`config.mk`:
```
export PLATFORM = sky130hd
export DESIGN_NAME = btr_row_gen_flat
export DESIGN_NICKNAME = d
export VERILOG_FILES = /design/src/rtl/btr_pkg.sv /design/src/rtl/btr_ifs.sv /design/src/rtl/btr_row_gen.sv /design/src/flat_wrapper.sv
export VERILOG_INCLUDE_DIRS = /design/src /design/src/rtl
export SDC_FILE = /design/constraint.sdc
export NUM_CORES = 1
export LEC_CHECK = 0
export ABC_AREA = 1
export BUFFER_PORTS_ARGS = -buffer_cell sky130_fd_sc_hd__buf_2
export CAP_MARGIN = 10
export CORE_MARGIN = 4
export CORE_UTILIZATION = 56
export DETAILED_ROUTE_END_ITERATION = 8
export PLACE_DENSITY = 0.86
export SLEW_MARGIN = 40
export SYNTH_ARGS = -nofsm -noshare
export SYNTH_HDL_FRONTEND = slang
export SYNTH_SLANG_ARGS = --single-unit
```
`constraint.sdc`:
```
create_clock -name i_clk -period 6.75 [get_ports i_clk]
set_clock_uncertainty 0.2 [all_clocks]
set_input_delay 1.35 -clock i_clk [delete_from_list [all_inputs] [get_ports i_clk]]
set_output_delay 1.35 -clock i_clk [all_outputs]
set_load 0.03 [all_outputs]
```
`src/rtl/bitmap_text_renderer_clipped_defines.svh`:
```
// Assertion macros of the character generator RTL.
// Depends on nothing; included by the modules that carry assertions.
`ifndef BITMAP_TEXT_RENDERER_CLIPPED_DEFINES_SVH
`define BITMAP_TEXT_RENDERER_CLIPPED_DEFINES_SVH

// Same-cycle implication, disabled while reset is low.
`define BTR_ASSERT_SAME(label, clk, rst_n, ante, cons, msg) \
    label: assert property (@(posedge clk) disable iff (!(rst_n)) (ante) |-> (cons)) \
        else $error(msg);

// Next-cycle implication, disabled while reset is low.
`define BTR_ASSERT_NEXT(label, clk, rst_n, ante, cons, msg) \
    label: assert property (@(posedge clk) disable iff (!(rst_n)) (ante) |=> (cons)) \
        else $error(msg);

`endif

```
`src/rtl/btr_pkg.sv`:
```
// Shared constants, types and helpers of the 8x16 character generator.
// No dependencies; the other RTL files that use it refer to it by scoped names.
package btr_pkg;

    localparam int GlyphCount = 95;
    localparam int GlyphRows  = 16;
    localparam int GlyphCols  = 8;
    localparam int FontDepth  = GlyphCount * GlyphRows;
    localparam int FontAw     = $clog2(FontDepth);
    localparam int CoordW     = 13;
    localparam int CfgIdxW    = 4;
    localparam int CfgDataW   = 32;

    localparam logic [CfgIdxW-1:0] CfgOriginX    = 4'd0;
    localparam logic [CfgIdxW-1:0] CfgOriginY    = 4'd1;
    localparam logic [CfgIdxW-1:0] CfgClipLeft   = 4'd2;
    localparam logic [CfgIdxW-1:0] CfgClipTop    = 4'd3;
    localparam logic [CfgIdxW-1:0] CfgClipWidth  = 4'd4;
    localparam logic [CfgIdxW-1:0] CfgClipHeight = 4'd5;
    localparam logic [CfgIdxW-1:0] CfgDrawColor  = 4'd6;
    localparam logic [CfgIdxW-1:0] CfgWrapEnable = 4'd7;

    localparam logic ReqChar = 1'b0;
    localparam logic ReqFont = 1'b1;

    localparam logic [7:0] CharNewline  = 8'h0A;
    localparam logic [7:0] CharSpace    = 8'h20;
    localparam logic [7:0] CharQuestion = 8'h3F;
    localparam logic [7:0] CharTilde    = 8'h7E;

    typedef struct packed {
        logic [11:0]       origin_x;
        logic [11:0]       origin_y;
        logic [11:0]       clip_left;
        logic [11:0]       clip_top;
        logic [CoordW-1:0] clip_right;
        logic [CoordW-1:0] clip_bottom;
        logic [31:0]       draw_color;
        logic              wrap_enable;
    } t_cfg;

    typedef struct packed {
        logic [CoordW-1:0] x;
        logic [CoordW-1:0] y;
        logic [6:0]        glyph;
    } t_job;

    typedef struct packed {
        logic slot_free;
        logic font_free;
    } t_rg_status;

    // y + step, saturated at the largest coordinate.
    function automatic logic [CoordW-1:0] coord_add_sat(logic [CoordW-1:0] y, logic [5:0] step);
        logic [CoordW:0] s;
        s = {1'b0, y} + (CoordW + 1)'(step);
        return s[CoordW] ? {CoordW{1'b1}} : s[CoordW-1:0];
    endfunction

endpackage

```
`src/rtl/btr_ifs.sv`:
```


interface btr_row_if;
    logic        valid;
    logic        ready;
    logic [12:0] row_x;
    logic [12:0] row_y;
    logic [7:0]  pixel_mask;
    logic [31:0] pixel_color;
    logic        last_row;

    modport source (output valid, row_x, row_y, pixel_mask, pixel_color, last_row,
                    input ready);
    modport sink (input valid, row_x, row_y, pixel_mask, pixel_color, last_row,
                  output ready);
endinterface


```
`src/rtl/btr_row_gen.sv`:
```
// Glyph row sequencer: font read, clip mask, and the result register.
// Depends on btr_pkg, btr_ifs and the assertion macro header.
`include "bitmap_text_renderer_clipped_defines.svh"

module btr_row_gen (
    input  logic                         i_clk,
    input  logic                         i_rst_n,
    input  logic                         i_load,
    input  btr_pkg::t_job                i_job,
    input  btr_pkg::t_cfg                i_cfg,
    input  logic                         i_font_we,
    output logic                         o_re,
    output logic [btr_pkg::FontAw-1:0]   o_raddr,
    input  logic [7:0]                   i_rdata,
    output btr_pkg::t_rg_status          o_status,
    btr_row_if.source                    o_row
);

    // job slot: character being read out row by row
    logic                       r_job_valid;
    btr_pkg::t_job              r_job;
    logic [3:0]                 r_row;
    // read stage: font data arrives from the RAM with these
    logic                       r_b_valid;
    logic [btr_pkg::CoordW-1:0] r_b_x, r_b_y;
    logic [7:0]                 r_b_mask;
    logic                       r_b_last;
    // result register
    logic                       r_out_valid;
    logic [btr_pkg::CoordW-1:0] r_out_x, r_out_y;
    logic [7:0]                 r_out_mask;
    logic [31:0]                r_out_color;
    logic                       r_out_last;

    logic                       w_out_adv, w_b_free, w_issue, w_last_issue, y_in;
    logic [btr_pkg::CoordW:0]   y_true, px;
    logic [7:0]                 n_b_mask;

    assign w_out_adv    = !r_out_valid || o_row.ready;
    assign w_b_free     = !r_b_valid || w_out_adv;
    assign w_issue      = r_job_valid && w_b_free;
    assign w_last_issue = w_issue && (r_row == 4'(btr_pkg::GlyphRows - 1));

    assign o_re    = w_issue;
    assign o_raddr = btr_pkg::FontAw'({r_job.glyph, r_row});

    assign o_status.slot_free = !r_job_valid || w_last_issue;
    assign o_status.font_free = !r_job_valid;

    // clip test for the row being issued; the font bits are ANDed in later
    always_comb begin
        px     = '0;
        y_true = {1'b0, r_job.y} + (btr_pkg::CoordW + 1)'(r_row);
        y_in   = (y_true >= {2'b0, i_cfg.clip_top}) && (y_true < {1'b0, i_cfg.clip_bottom});
        for (int b = 0; b < btr_pkg::GlyphCols; b++) begin
            px = {1'b0, r_job.x} + (btr_pkg::CoordW + 1)'(btr_pkg::GlyphCols - 1 - b);
            n_b_mask[b] = y_in && (px >= {2'b0, i_cfg.clip_left}) &&
                          (px < {1'b0, i_cfg.clip_right});
        end
    end

    always_ff @(posedge i_clk) begin
        if (!i_rst_n) begin
            r_job_valid <= 1'b0;
            r_row       <= '0;
            r_b_valid   <= 1'b0;
            r_out_valid <= 1'b0;
        end else begin
            if (i_load) begin
                r_job_valid <= 1'b1;
                r_row       <= '0;
            end else if (w_last_issue) begin
                r_job_valid <= 1'b0;
            end
            if (w_issue && !i_load) begin
                r_row <= r_row + 4'd1;
            end
            if (w_b_free) begin
                r_b_valid <= w_issue;
            end
            if (w_out_adv) begin
                r_out_valid <= r_b_valid;
            end
        end
    end

    always_ff @(posedge i_clk) begin
        if (i_load) begin
            r_job <= i_job;
        end
        if (w_issue) begin
            r_b_x    <= r_job.x;
            r_b_y    <= btr_pkg::coord_add_sat(r_job.y, 6'(r_row));
            r_b_mask <= n_b_mask;
            r_b_last <= (r_row == 4'(btr_pkg::GlyphRows - 1));
        end
        if (w_out_adv && r_b_valid) begin
            r_out_x     <= r_b_x;
            r_out_y     <= r_b_y;
            r_out_mask  <= i_rdata & r_b_mask;
            r_out_color <= i_cfg.draw_color;
            r_out_last  <= r_b_last;
        end
    end

    assign o_row.valid       = r_out_valid;
    assign o_row.row_x       = r_out_x;
    assign o_row.row_y       = r_out_y;
    assign o_row.pixel_mask  = r_out_mask;
    assign o_row.pixel_color = r_out_color;
    assign o_row.last_row    = r_out_last;

    `BTR_ASSERT_SAME(a_load_slot_free, i_clk, i_rst_n, i_load,
        !r_job_valid || w_last_issue, "glyph job loaded over a busy slot")
    `BTR_ASSERT_SAME(a_font_write_idle, i_clk, i_rst_n, i_font_we,
        !r_job_valid, "font written while glyph rows still being read")
    `BTR_ASSERT_NEXT(a_row_restart, i_clk, i_rst_n, w_last_issue,
        r_row == 4'd0, "row counter not back at the top after the last row")
    `BTR_ASSERT_NEXT(a_read_held, i_clk, i_rst_n, r_b_valid && !w_out_adv,
        r_b_valid && $stable(i_rdata), "font data lost while the result stalled")

endmodule

```
`src/flat_wrapper.sv`:
```
// flat-port wrapper written by rule: the top's interface ports become plain ports
module btr_row_gen_flat 
  (i_clk, i_rst_n, i_load, i_job, i_cfg, i_font_we, o_re, o_raddr, i_rdata, o_status, o_row_valid, o_row_row_x, o_row_row_y, o_row_pixel_mask, o_row_pixel_color, o_row_last_row, o_row_ready);
  btr_row_if o_row_i ();
  input  logic i_clk;
  input  logic i_rst_n;
  input  logic i_load;
  input  btr_pkg::t_job i_job;
  input  btr_pkg::t_cfg i_cfg;
  input  logic i_font_we;
  output logic o_re;
  output logic [btr_pkg::FontAw-1:0] o_raddr;
  input  logic [7:0] i_rdata;
  output btr_pkg::t_rg_status o_status;
  output wire logic [$bits(o_row_i.valid)-1:0] o_row_valid;
  output wire logic [$bits(o_row_i.row_x)-1:0] o_row_row_x;
  output wire logic [$bits(o_row_i.row_y)-1:0] o_row_row_y;
  output wire logic [$bits(o_row_i.pixel_mask)-1:0] o_row_pixel_mask;
  output wire logic [$bits(o_row_i.pixel_color)-1:0] o_row_pixel_color;
  output wire logic [$bits(o_row_i.last_row)-1:0] o_row_last_row;
  input wire logic [$bits(o_row_i.ready)-1:0] o_row_ready;
  assign o_row_valid = o_row_i.valid;
  assign o_row_row_x = o_row_i.row_x;
  assign o_row_row_y = o_row_i.row_y;
  assign o_row_pixel_mask = o_row_i.pixel_mask;
  assign o_row_pixel_color = o_row_i.pixel_color;
  assign o_row_last_row = o_row_i.last_row;
  assign o_row_i.ready = o_row_ready;
  btr_row_gen u_core (.i_clk(i_clk), .i_rst_n(i_rst_n), .i_load(i_load), .i_job(i_job), .i_cfg(i_cfg), .i_font_we(i_font_we), .o_re(o_re), .o_raddr(o_raddr), .i_rdata(i_rdata), .o_status(o_status), .o_row(o_row_i));
endmodule
```
==> qor.tcl, run 1 <==
set qor(share_of_the_synthesized_area_in_the_top_cell_type_pct) 36.5
set qor(drtAntennaViolNets) 0
set qor(sw_frac_of_total_pct) 33.1
set qor(core_region_area_mm2) 0.0195
set qor(rows) 51
set qor(drt_pre_antenna_iters) 6
set qor(crit_buf_inv) 2
set qor(clockPowerShare_pct) 32.4
set qor(timing.critical_path.required_ns) 6.71
set qor(routed_wirelength_um) 29400
set qor(synth_ff_type) {sky130_fd_sc_hd__edfxtp_1}
set qor(ctsLongestPathBuffers) 2
set qor(finalWorstSetupSlack_ns) 2.81
set qor(max_slew_margin_pct) 50.2
set qor(finalWorstPathRequiredPeriod_ns) 3.94
set qor(globalRoute.busiestLayer) {met2}
set qor(dpl.hpwl_um) 23000
set qor(cts_root_buf) {sky130_fd_sc_hd__clkbuf_16}
set qor(layout_common_cells) {220 x sky130_fd_sc_hd__nand2_1, 215 x sky130_fd_sc_hd__ha_1, 207 x sky130_fd_sc_hd__buf_2}
set qor(timing.hold.worst.start) {u_core.r_b_y[5]}
set qor(globalRouteMet1Util_pct) 33.4
set qor(final_max_slew_viol_count) 0
set qor(async_flop_share_pct) 0
set qor(max_cap_viols) 0
set qor(drt-wirelength-per-cell_um) 17.3
set qor(grt_antenna_before_repair) 1
set qor(grt.total_usage_pct) 26.1
set qor(global_route.usage.met2_pct) 44.0
set qor(die-width_um) 149
set qor(post_dp_cell_area_mm2) 0.0124
set qor(detail_route.drc_violations) 0
set qor(area_growth_syn_to_layout_pct) 16.5
set qor(final_hold_viol_count) 0
set qor(synthDistinctLibCells) 42
set qor(synth-edff-count) 135
set qor(syn_avg_cell_area_um2) 9.21
set qor(power.leakage_nw) 6.45
set qor(hold_path.class) {reg -> reg}
set qor(post-cts-setup-buffers) 0
set qor(effective_utilization_at_floorplan_pct) 57.0
set qor(post-place-ws_ns) 2.96
set qor(groute.layer.met3.usage_pct) 4.86
set qor(ctsHoldBuffers) 0
set qor(grt_pass1_wl_um) 45900
set qor(grt_start_max_net_pins) 59
set qor(io_buffer_count) 208
set qor(power_frac_seq_pct) 40.4
set qor(power.internal_mw) 1.77
set qor(dieArea_mm2) 0.0221
set qor(timing.setup.critical_path_class) {reg -> reg}
set qor(dr.first_iter.drc_count) 795
set qor(overflow) 0
set qor(netlist_top_cells_area) {sky130_fd_sc_hd__edfxtp_1 37%, sky130_fd_sc_hd__ha_1 24%, sky130_fd_sc_hd__nand2_1 7.4%, sky130_fd_sc_hd__inv_1 5.5%, sky130_fd_sc_hd__xor2_1 5.1%}
set qor(timing.final.crit_share_pct) 58.4
set qor(arrival_time_at_the_worst_endpoint_ns) 3.90
set qor(layout.cells.most_common) {sky130_fd_sc_hd__nand2_1}
set qor(vdd.ir_drop.worst_mv) 0.173
set qor(cp_slowest_cell) {sky130_fd_sc_hd__dfxtp_1}
set qor(via_count) 9356
set qor(synth_seq_cells) 142
set qor(gp_congestion) 0.953
set qor(final_layout_size_suffix_gt1_share_pct) 19.5
set qor(post_synth_instance_area_mm2) 0.0111
set qor(critical_path.top_delay_family) {simple AND/OR/NAND/NOR gates}
set qor(switchingPower_mw) 0.878
set qor(max_stage_delay_ns) 0.46
set qor(avgViaCountPerCell) 5.52
set qor(timing_worst_slew_pin_value_ns) 0.739
set qor(postCtsResizedCells) 0
set qor(grt_pass1_vias) 9144
set qor(synthesis.yosys.warnings) 0
set qor(power_density_mw_per_mm2) 205
set qor(hold-worst-slack_ns) 0.216
set qor(clock_buffers_created_by_tritoncts) 17
set qor(grt_setup_unrepaired) {false}
set qor(critical_path.startpoint_type) {register}
set qor(run_status) {finished, final reports clean}
set qor(crit_path_frequent_cell) {sky130_fd_sc_hd__nand2_1}
set qor(timing.final.setup_violations) 0
set qor(synth.yosys.seq_area_share_pct) 37.8
set qor(timing.setup.tns_ns) 0
set qor(post_synth_inst_count) 1204
set qor(numClockSinks) 142
set qor(num-nets-final) 1785
set qor(cts_h_tree_depth) 4
set qor(worstSetupEndpointType) {register}
set qor(synth_fp_nets) 1573
set qor(post-route-cell-area_mm2) 0.0129
set qor(clock_latency_ns) 0.42
set qor(ioPinCount) 235
set qor(synthDominantAreaCellType) {sky130_fd_sc_hd__edfxtp_1}
set qor(power_mw) 2.65
set qor(die_y_um) 149
set qor(crit_path_cell_trace) {ha_1 -> inv_1 -> fa_1 -> nand3b_1 -> nand2_1 -> nand3_1 -> nor2_1 -> xor2_1 -> inv_1 -> ha_1 -> nand2_1 -> nor2_1 -> nor3b_1 -> nand2_1 -> nand2_1 -> nand3_1 -> nand3_1 -> nor2_1}
set qor(startpoint) {u_core.r_row[0]}
set qor(timing.critical_path.fanout_max) 8
set qor(tritoncts) {done}
set qor(regToRegSetupSlack_ns) 2.81
set qor(achievable-frequency_mhz) 254
set qor(combinational_cell_fraction_of_total_power_pct) 27.2
set qor(worstReg2RegStart) {u_core.r_row[0]}
set qor(cts.reportedPaths.clkPinSlew_ns) 0.06
==> synthesized netlist by cell type, types with 4 or more instances <==
cell                       instances
sky130_fd_sc_hd__edfxtp_1        135
sky130_fd_sc_hd__nand2_1         220
sky130_fd_sc_hd__nor2_1           88
sky130_fd_sc_hd__nor3_1           12
sky130_fd_sc_hd__inv_2             9
sky130_fd_sc_hd__buf_4            10
sky130_fd_sc_hd__xor2_1           65
sky130_fd_sc_hd__a21oi_1          90
sky130_fd_sc_hd__o21a_1            4
sky130_fd_sc_hd__ha_1            215
sky130_fd_sc_hd__or2_2             6
sky130_fd_sc_hd__buf_2             7
sky130_fd_sc_hd__dfxtp_1           7
sky130_fd_sc_hd__a21o_1            6
sky130_fd_sc_hd__a211oi_1          8
sky130_fd_sc_hd__o211ai_1          7
sky130_fd_sc_hd__nand2_2           4
sky130_fd_sc_hd__nand2_4           5
sky130_fd_sc_hd__inv_1           163
sky130_fd_sc_hd__o21ai_0          30
sky130_fd_sc_hd__nor2_2            4
sky130_fd_sc_hd__nor2_4            7
sky130_fd_sc_hd__nand4_1          27
sky130_fd_sc_hd__nand3_1          41
sky130_fd_sc_hd__xnor2_1           5
==> power by group through the flow <==
stage                     Sequential, mW  Combinational [mW]  Clock (mW)
after floorplan                     1.10               0.477           0
after global placement              1.09               0.665           0
after detailed placement            1.09               0.701           0
after CTS                           1.07               0.709       0.866
after global routing                1.07               0.816       0.908
final                               1.07               0.721       0.858
==> per-layer routing <==
layer | part of all wire [%] | vias to the layer above | wire (um)
met1 | 41 | 4249 | 12000
li1 | - | 4526 | -
met2 | 47 | 491 | 13800
met4 | 3.5 | 0 | 1040
met5 | 0 | - | 0
met3 | 8.6 | 90 | 2510
==> state kept, by name (all words and copies together), names as in the netlist <==
register,cells
u_core.r_b_valid,1
u_core.o_row.valid,1
u_core.o_raddr,7
u_core.r_b_y,13
u_core.r_b_mask,8
u_core.r_b_x,13
u_core.r_job_valid,1
u_core.r_b_last,1
u_core.o_row.pixel_color,32
u_core.r_row,4
u_core.o_row.row_x,13
u_core.r_job,26
u_core.o_row.row_y,13
u_core.o_row.last_row,1
u_core.o_row.pixel_mask,8
==> final cells by class <==
cell class | count | area [um^2]
fill | 1476 | 6540
multi-input combinational | 870 | 6140
sequential | 142 | 4190
timing repair buffer | 210 | 1060
inverter | 175 | 657
clock buffer | 20 | 437
tap | 265 | 332
clock inverter | 12 | 105
antenna | 1 | 2.50
==> worst paths after layout <==
path                                              end  depth (start not counted)
worst min register to register  u_core.o_row.row_y[5]                          0
worst max-delay path               u_core.r_b_mask[7]                         18
worst max register to register     u_core.r_b_mask[7]                         18
worst min-delay path            u_core.o_row.row_y[5]                          0
==> logic make-up after synthesis <==
group                      count (synthesis)  share of synthesized area, %
and+or+nand+nor                          424                          17.1
AOI/OAI and AO/OA                        159                          8.03
buffers and inverters                    192                          6.91
adders and majority gates                216                          24.4
DFF                                      142                          37.8
xor gates and xnor gates                  71                          5.67
==> per-stage QoR <==
| step | util (%) | cells |
|---|---|---|
| detailed placement | 63.6 | 1662 |
| global route | 66.4 | 1695 |
| global placement | 63.6 | 1662 |
| floorplan | - | 1204 |
| finish | 66.4 | 1695 |
| CTS | 66.4 | 1694 |
Note: power is estimated with default switching activity, not from simulation.
==> run 2: changes to the inputs <==
--- a/config.mk
+++ b/config.mk
@@ -10,9 +10,9 @@
 export BUFFER_PORTS_ARGS = -buffer_cell sky130_fd_sc_hd__buf_2
 export CAP_MARGIN = 10
 export CORE_MARGIN = 4
-export CORE_UTILIZATION = 56
+export CORE_UTILIZATION = 51
 export DETAILED_ROUTE_END_ITERATION = 8
-export PLACE_DENSITY = 0.86
+export PLACE_DENSITY = 0.82
 export SLEW_MARGIN = 40
 export SYNTH_ARGS = -nofsm -noshare
 export SYNTH_HDL_FRONTEND = slang
==> constraint.sdc (replaced) <==
create_clock -name i_clk -period 3.5 [get_ports i_clk]
set_clock_uncertainty 0.2 [all_clocks]
set_input_delay 0.7 -clock i_clk [delete_from_list [all_inputs] [get_ports i_clk]]
set_output_delay 0.7 -clock i_clk [all_outputs]
set_load 0.03 [all_outputs]
==> run 2 against run 1 <==
Hold slack got worse by 0.0046 ns. First-iteration DRC count increased by 3.0%. Maximum frequency increased by 18%. Setup slack got worse by 2.6 ns. Count of clock-buffer cells in the layout decreased by 3. Non-clock buffer count increased by 26. Register-to-register slack got worse by 2.6 ns. Critical path depth unchanged. Largest cell class unchanged. Global-route usage decreased by 1.9 points. Power increased by 100%.
==> qor.tcl, run 2 (synthesized netlist as in run 1, its figures left out) <==
set qor(crit_path_cell_trace) {ha_2 -> inv_1 -> fa_2 -> nand3b_1 -> nand2_1 -> nand3_2 -> nor2_1 -> xor2_1 -> inv_1 -> ha_1 -> nand2_1 -> nor2_1 -> nor3b_2 -> nand2_1 -> nand2_1 -> nand3_4 -> nand3_1 -> nor2_1}
set qor(timing.final.setup_violations) 0
set qor(io_buffer_count) 208
set qor(timing.setup.critical_path_class) {reg -> reg}
set qor(worstReg2RegStart) {u_core.r_row[0]}
set qor(timing.critical_path.required_ns) 3.48
set qor(die-width_um) 155
set qor(ctsLongestPathBuffers) 2
set qor(cts_h_tree_depth) 4
set qor(max_cap_viols) 0
set qor(critical_path.startpoint_type) {register}
set qor(arrival_time_at_the_worst_endpoint_ns) 3.31
set qor(run_status) {finished, final reports clean}
set qor(largest_register_ffs) 32
set qor(numClockSinks) 142
set qor(finalWorstPathRequiredPeriod_ns) 3.33
set qor(avgViaCountPerCell) 5.41
set qor(post-route-cell-area_mm2) 0.0133
set qor(core_region_area_mm2) 0.0212
set qor(gp_congestion) 0.971
set qor(timing_worst_slew_pin_value_ns) 0.639
set qor(tritoncts) {done}
set qor(routed_wirelength_um) 29900
set qor(reg2reg_depth) 18
set qor(timing.setup.tns_ns) 0
set qor(rows) 53
set qor(vdd.ir_drop.worst_mv) 0.308
set qor(power.leakage_nw) 6.62
set qor(via_count) 9360
set qor(final_layout_size_suffix_gt1_share_pct) 22.1
set qor(r2r_end) {u_core.r_b_mask[1]}
set qor(final_hold_viol_count) 0
set qor(hold_depth) 0
set qor(power_density_mw_per_mm2) 399
set qor(overflow) 0
set qor(detail_route.drc_violations) 0
set qor(effective_utilization_at_floorplan_pct) 52.3
set qor(dr.first_iter.drc_count) 819
set qor(area_growth_syn_to_layout_pct) 19.8
set qor(crit_path_frequent_cell) {sky130_fd_sc_hd__nand2_1}
set qor(fin_cells) 1731
set qor(grt_antenna_before_repair) 1
set qor(clock_buffers_created_by_tritoncts) 17
set qor(power_mw) 5.30
set qor(cts.reportedPaths.clkPinSlew_ns) 0.08
set qor(placed_cells) 1694
set qor(worstSetupEndpointType) {register}
set qor(layout.cells.most_common) {sky130_fd_sc_hd__nand2_1}
set qor(max_stage_delay_ns) 0.35
set qor(layout_common_cells) {220 x sky130_fd_sc_hd__nand2_1, 212 x sky130_fd_sc_hd__ha_1, 207 x sky130_fd_sc_hd__buf_2}
set qor(die_y_um) 155
set qor(clock_latency_ns) 0.42
set qor(grt_pass1_vias) 9100
set qor(hold_path.class) {reg -> reg}
set qor(drt_pre_antenna_iters) 5
set qor(timing.critical_path.fanout_max) 8
set qor(achievable-frequency_mhz) 300
set qor(dieArea_mm2) 0.0242
set qor(dpl.hpwl_um) 23700
set qor(timing.final.crit_share_pct) 95.1
set qor(max_slew_margin_pct) 57.4
set qor(grt.total_usage_pct) 24.3
set qor(cts_root_buf) {sky130_fd_sc_hd__clkbuf_16}
set qor(drt-wirelength-per-cell_um) 17.3
set qor(cp_slowest_cell) {sky130_fd_sc_hd__fa_2}
set qor(grt_start_max_net_pins) 68
set qor(num-nets-final) 1811
set qor(regToRegSetupSlack_ns) 0.17
set qor(fin_util_pct) 62.6
set qor(grt_pass1_wl_um) 46700
set qor(timing.hold.worst.start) {u_core.r_b_y[6]}
set qor(ioPinCount) 235
set qor(ctsHoldBuffers) 0
set qor(final_max_slew_viol_count) 0
set qor(fill_cells) 1699
set qor(drtAntennaViolNets) 0
set qor(post_dp_cell_area_mm2) 0.0126
set qor(hold_end) {u_core.o_row.row_y[6]}
[run 2: changes by cell type in the layout (fill, tap and decap cells not counted), sizes merged]
cell      previous run  this run
buf                210       236
clkbuf              20        17
clkinvlp             2         0
clkinv               9        12
inv                176       178
[run 2: layout make-up]
class	instances	area, um^2	area share (%)
Inverter	175	657	4.94
Clock inverter	15	194	1.46
Multi-Input combinational cell	870	6220	46.8
Sequential cell	142	4200	31.6
Clock buffer	17	425	3.20
Timing Repair Buffer	236	1260	9.46
Tap cell	275	344	2.59
Antenna cell	1	2.50	0.0188
[run 2: worst max-delay path by stage]
stage	startpoint	endpoint	slack [ns]	cells after the start
final	u_core.r_row[0]	u_core.r_b_mask[1]	0.17	18
after global routing	u_core.r_job[9]	u_core.r_b_mask[1]	-0.03	18
after CTS	u_core.r_row[0]	u_core.r_b_mask[5]	0.01	18
after detailed placement	u_core.r_row[0]	u_core.r_b_mask[5]	-0.04	18
after global placement	u_core.r_row[0]	u_core.r_b_mask[7]	0.05	18
after floorplan	u_core.r_row[0]	u_core.r_b_mask[7]	0.07	18
[run 2: where the power goes]
part | switching [mW] | internal [mW] | leakage (nW) | total [mW]
registers | 0.0603 | 1.98 | 1.34 | 2.04
clock network | 0.834 | 0.973 | 0.299 | 1.81
logic | 0.909 | 0.547 | 4.99 | 1.46
[run 2: per-layer routing]
metal	track usage (%)	vias up	part of all wire (%)
met5	0	-	0
met4	8.71	0	3.2
met3	4.42	70	8.4
met2	40.5	412	47
met1	31.7	4295	41
li1	-	4583	-
[run 2: critical path: cells and delay by family, from the launching register on]
kind | cells | cell delay, ns
buffers and inverters | 2 | 0.16
XOR/XNOR | 1 | 0.19
AND/OR/NAND/NOR | 12 | 1.37
adder cells (fa/ha/maj) | 3 | 0.84
flip-flops | 1 | 0.34
[run 2: stage by stage]
stage | setup WS, ns | hold slack, ns
finish | 0.170 | 0.212
global placement | 0.0513 | 0.202
global route | -0.0257 | 0.216
floorplan | 0.0695 | 0.200
detailed placement | -0.0381 | 0.205
CTS | 0.00957 | 0.215
[run 2: timing repair]
item	4_1_cts	5_1_grt
gates cloned	0	0
gates resized for setup	2	14
setup buffers	0	4
setup endpoints to repair	8	8
pin swaps	0	4
==> run 3: changes to the inputs <==
--- a/config.mk
+++ b/config.mk
@@ -12,6 +12,7 @@
 export CORE_MARGIN = 4
 export CORE_UTILIZATION = 51
 export DETAILED_ROUTE_END_ITERATION = 8
+export GPL_TIMING_DRIVEN = 0
 export PLACE_DENSITY = 0.82
 export SLEW_MARGIN = 40
 export SYNTH_ARGS = -nofsm -noshare
==> run 3 against run 2 <==
Count of clock-buffer cells in the layout unchanged. Sequential cell count unchanged. Sequential share of layout area down 0.22 points. Final cell count up 0.58%. Die area unchanged. First-iteration DRC count down 7.1%. Sequential power about the same. Clock power about the same. Routed wire length up 1.6%. Non-clock buffer count up 9. Cell area up 0.79%. Maximum frequency down 2.3%. Critical path type unchanged.
==> qor.tcl, run 3 (synthesized netlist as in run 1, its figures left out) <==
set qor(final_layout_size_suffix_gt1_share_pct) 23.0
set qor(hold_depth) 0
set qor(detail_route.drc_violations) 0
set qor(max_slew_margin_pct) 61.8
set qor(vdd.ir_drop.worst_mv) 0.321
set qor(power_density_mw_per_mm2) 399
set qor(timing.critical_path.required_ns) 3.57
set qor(regToRegSetupSlack_ns) 0.09
set qor(crit_path_cell_trace) {ha_4 -> nand2_1 -> inv_1 -> nand2_1 -> nand3_2 -> nand2_1 -> nor2_2 -> nand4_1 -> xor2_2 -> inv_1 -> ha_1 -> a21oi_1 -> o211ai_1 -> inv_1 -> nand2_1 -> nor2_4 -> nand3_1 -> nor2_1}
set qor(grt_setup_unrepaired) {true}
set qor(ctsLongestPathBuffers) 2
set qor(avgViaCountPerCell) 5.41
set qor(hold_path.class) {reg -> reg}
set qor(layout_common_cells) {218 x sky130_fd_sc_hd__nand2_1, 215 x sky130_fd_sc_hd__buf_2, 211 x sky130_fd_sc_hd__ha_1}
set qor(largest_register_ffs) 32
set qor(finalWorstPathRequiredPeriod_ns) 3.41
set qor(grt.total_usage_pct) 24.0
set qor(drtAntennaViolNets) 0
set qor(fill_cells) 1700
set qor(cts.reportedPaths.clkPinSlew_ns) 0.08
set qor(max_stage_delay_ns) 0.42
set qor(grt_pass1_vias) 9171
set qor(core_region_area_mm2) 0.0212
set qor(effective_utilization_at_floorplan_pct) 52.3
set qor(power.leakage_nw) 6.67
set qor(routed_wirelength_um) 30400
set qor(timing.final.setup_violations) 0
set qor(power_mw) 5.35
set qor(final_hold_viol_count) 0
set qor(rows) 53
set qor(achievable-frequency_mhz) 294
set qor(die-width_um) 155
set qor(ctsHoldBuffers) 0
set qor(crit_path_frequent_cell) {sky130_fd_sc_hd__nand2_1}
set qor(dieArea_mm2) 0.0242
set qor(drt-wirelength-per-cell_um) 17.5
set qor(via_count) 9423
set qor(clock_latency_ns) 0.43
set qor(worstSetupEndpointType) {register}
set qor(critical_path_depth) 18
set qor(timing.setup.tns_ns) 0
set qor(startpoint) {u_core.r_job[10]}
set qor(overflow) 0
set qor(io_buffer_count) 208
set qor(grt_pass1_wl_um) 46300
set qor(crit_buf_inv) 3
set qor(num-nets-final) 1820
set qor(dr.first_iter.drc_count) 761
set qor(area_growth_syn_to_layout_pct) 20.8
set qor(final_max_slew_viol_count) 0
set qor(max_cap_viols) 0
set qor(drt_pre_antenna_iters) 5
set qor(run_status) {finished, final reports clean}
set qor(grt_antenna_before_repair) 2
set qor(cts_h_tree_depth) 4
set qor(tritoncts) {done}
set qor(timing.setup.critical_path_class) {reg -> reg}
set qor(placed_cells) 1692
set qor(fin_cells) 1741
set qor(layout.cells.most_common) {sky130_fd_sc_hd__nand2_1}
set qor(ioPinCount) 235
set qor(timing_worst_slew_pin_value_ns) 0.566
set qor(worst_setup_path_endpoint) {u_core.r_b_mask[3]}
set qor(worstReg2RegStart) {u_core.r_job[10]}
set qor(timing.final.crit_share_pct) 97.3
set qor(critical_path.top_delay_family) {simple AND/OR/NAND/NOR gates}
set qor(critical_path.startpoint_type) {register}
set qor(cts_root_buf) {sky130_fd_sc_hd__clkbuf_16}
set qor(cp_slowest_cell) {sky130_fd_sc_hd__edfxtp_1}
set qor(numClockSinks) 142
set qor(arrival_time_at_the_worst_endpoint_ns) 3.47
set qor(r2r_end) {u_core.r_b_mask[3]}
set qor(reg2reg_depth) 18
set qor(clock_buffers_created_by_tritoncts) 17
set qor(timing.critical_path.fanout_max) 8
set qor(die_y_um) 155
set qor(dpl.hpwl_um) 23800
set qor(grt_start_max_net_pins) 38
set qor(gp_congestion) 0.954
==> run 3: how the worst min path moves through the flow <==
| stage | from | endpoint | slack (ns) |
|---|---|---|---|
| finish | u_core.r_b_y[5] | u_core.o_row.row_y[5] | 0.21 |
| global route | i_cfg[22] | u_core.o_row.pixel_color[21] | 0.22 |
| CTS | u_core.r_b_x[6] | u_core.o_row.row_x[6] | 0.22 |
| detailed placement | u_core.r_b_x[1] | u_core.o_row.row_x[1] | 0.20 |
| global placement | u_core.r_b_y[10] | u_core.o_row.row_y[10] | 0.20 |
| floorplan | u_core.r_b_last | u_core.o_row.last_row | 0.20 |
==> run 3: area by class of cell <==
cell class	count	area (um^2)	share of cell area, %
Multi-Input combinational cell	870	6230	46.5
Sequential cell	142	4200	31.3
Timing Repair Buffer	228	1250	9.33
Inverter	175	657	4.90
Clock buffer	17	425	3.18
Tap cell	275	344	2.57
Clock inverter	15	174	1.30
Buffer	17	110	0.822
Antenna cell	2	5.00	0.0374
==> run 3: where the power goes <==
| group | internal (mW) | leakage (nW) | switching [mW] | total (mW) |
|---|---|---|---|---|
| combinational | 0.553 | 5.03 | 0.928 | 1.48 |
| sequential | 1.98 | 1.34 | 0.0576 | 2.04 |
| clock | 1.02 | 0.296 | 0.814 | 1.84 |
| total | 3.55 | 6.67 | 1.80 | 5.35 |
==> run 3: repair_timing <==
item                       4_1_cts  5_1_grt
setup endpoints to repair        8        8
pin swaps                        0        5
gates resized for setup          6       18
setup buffers                    2       12
==> run 3: per-stage QoR <==
stage | util (%) | hold WS [ns] | instance area, um^2 | setup slack (ns)
after floorplan | - | 0.200 | 11100 | 0.0695
after global placement | 58.8 | 0.202 | 12500 | -0.667
after detailed placement | 59.2 | 0.205 | 12600 | -0.302
after CTS | 62.2 | 0.217 | 13200 | 0.0316
after global routing | 63.1 | 0.220 | 13400 | -0.0536
final | 63.1 | 0.213 | 13400 | 0.0932
==> run 3: metal layers <==
layer	GRT usage, %	up-vias	share of wire [%]
li1	-	4615	-
met1	31.2	4299	42
met2	41.1	436	48
met3	3.92	73	7.6
met4	7.75	0	2.8
met5	0	-	0
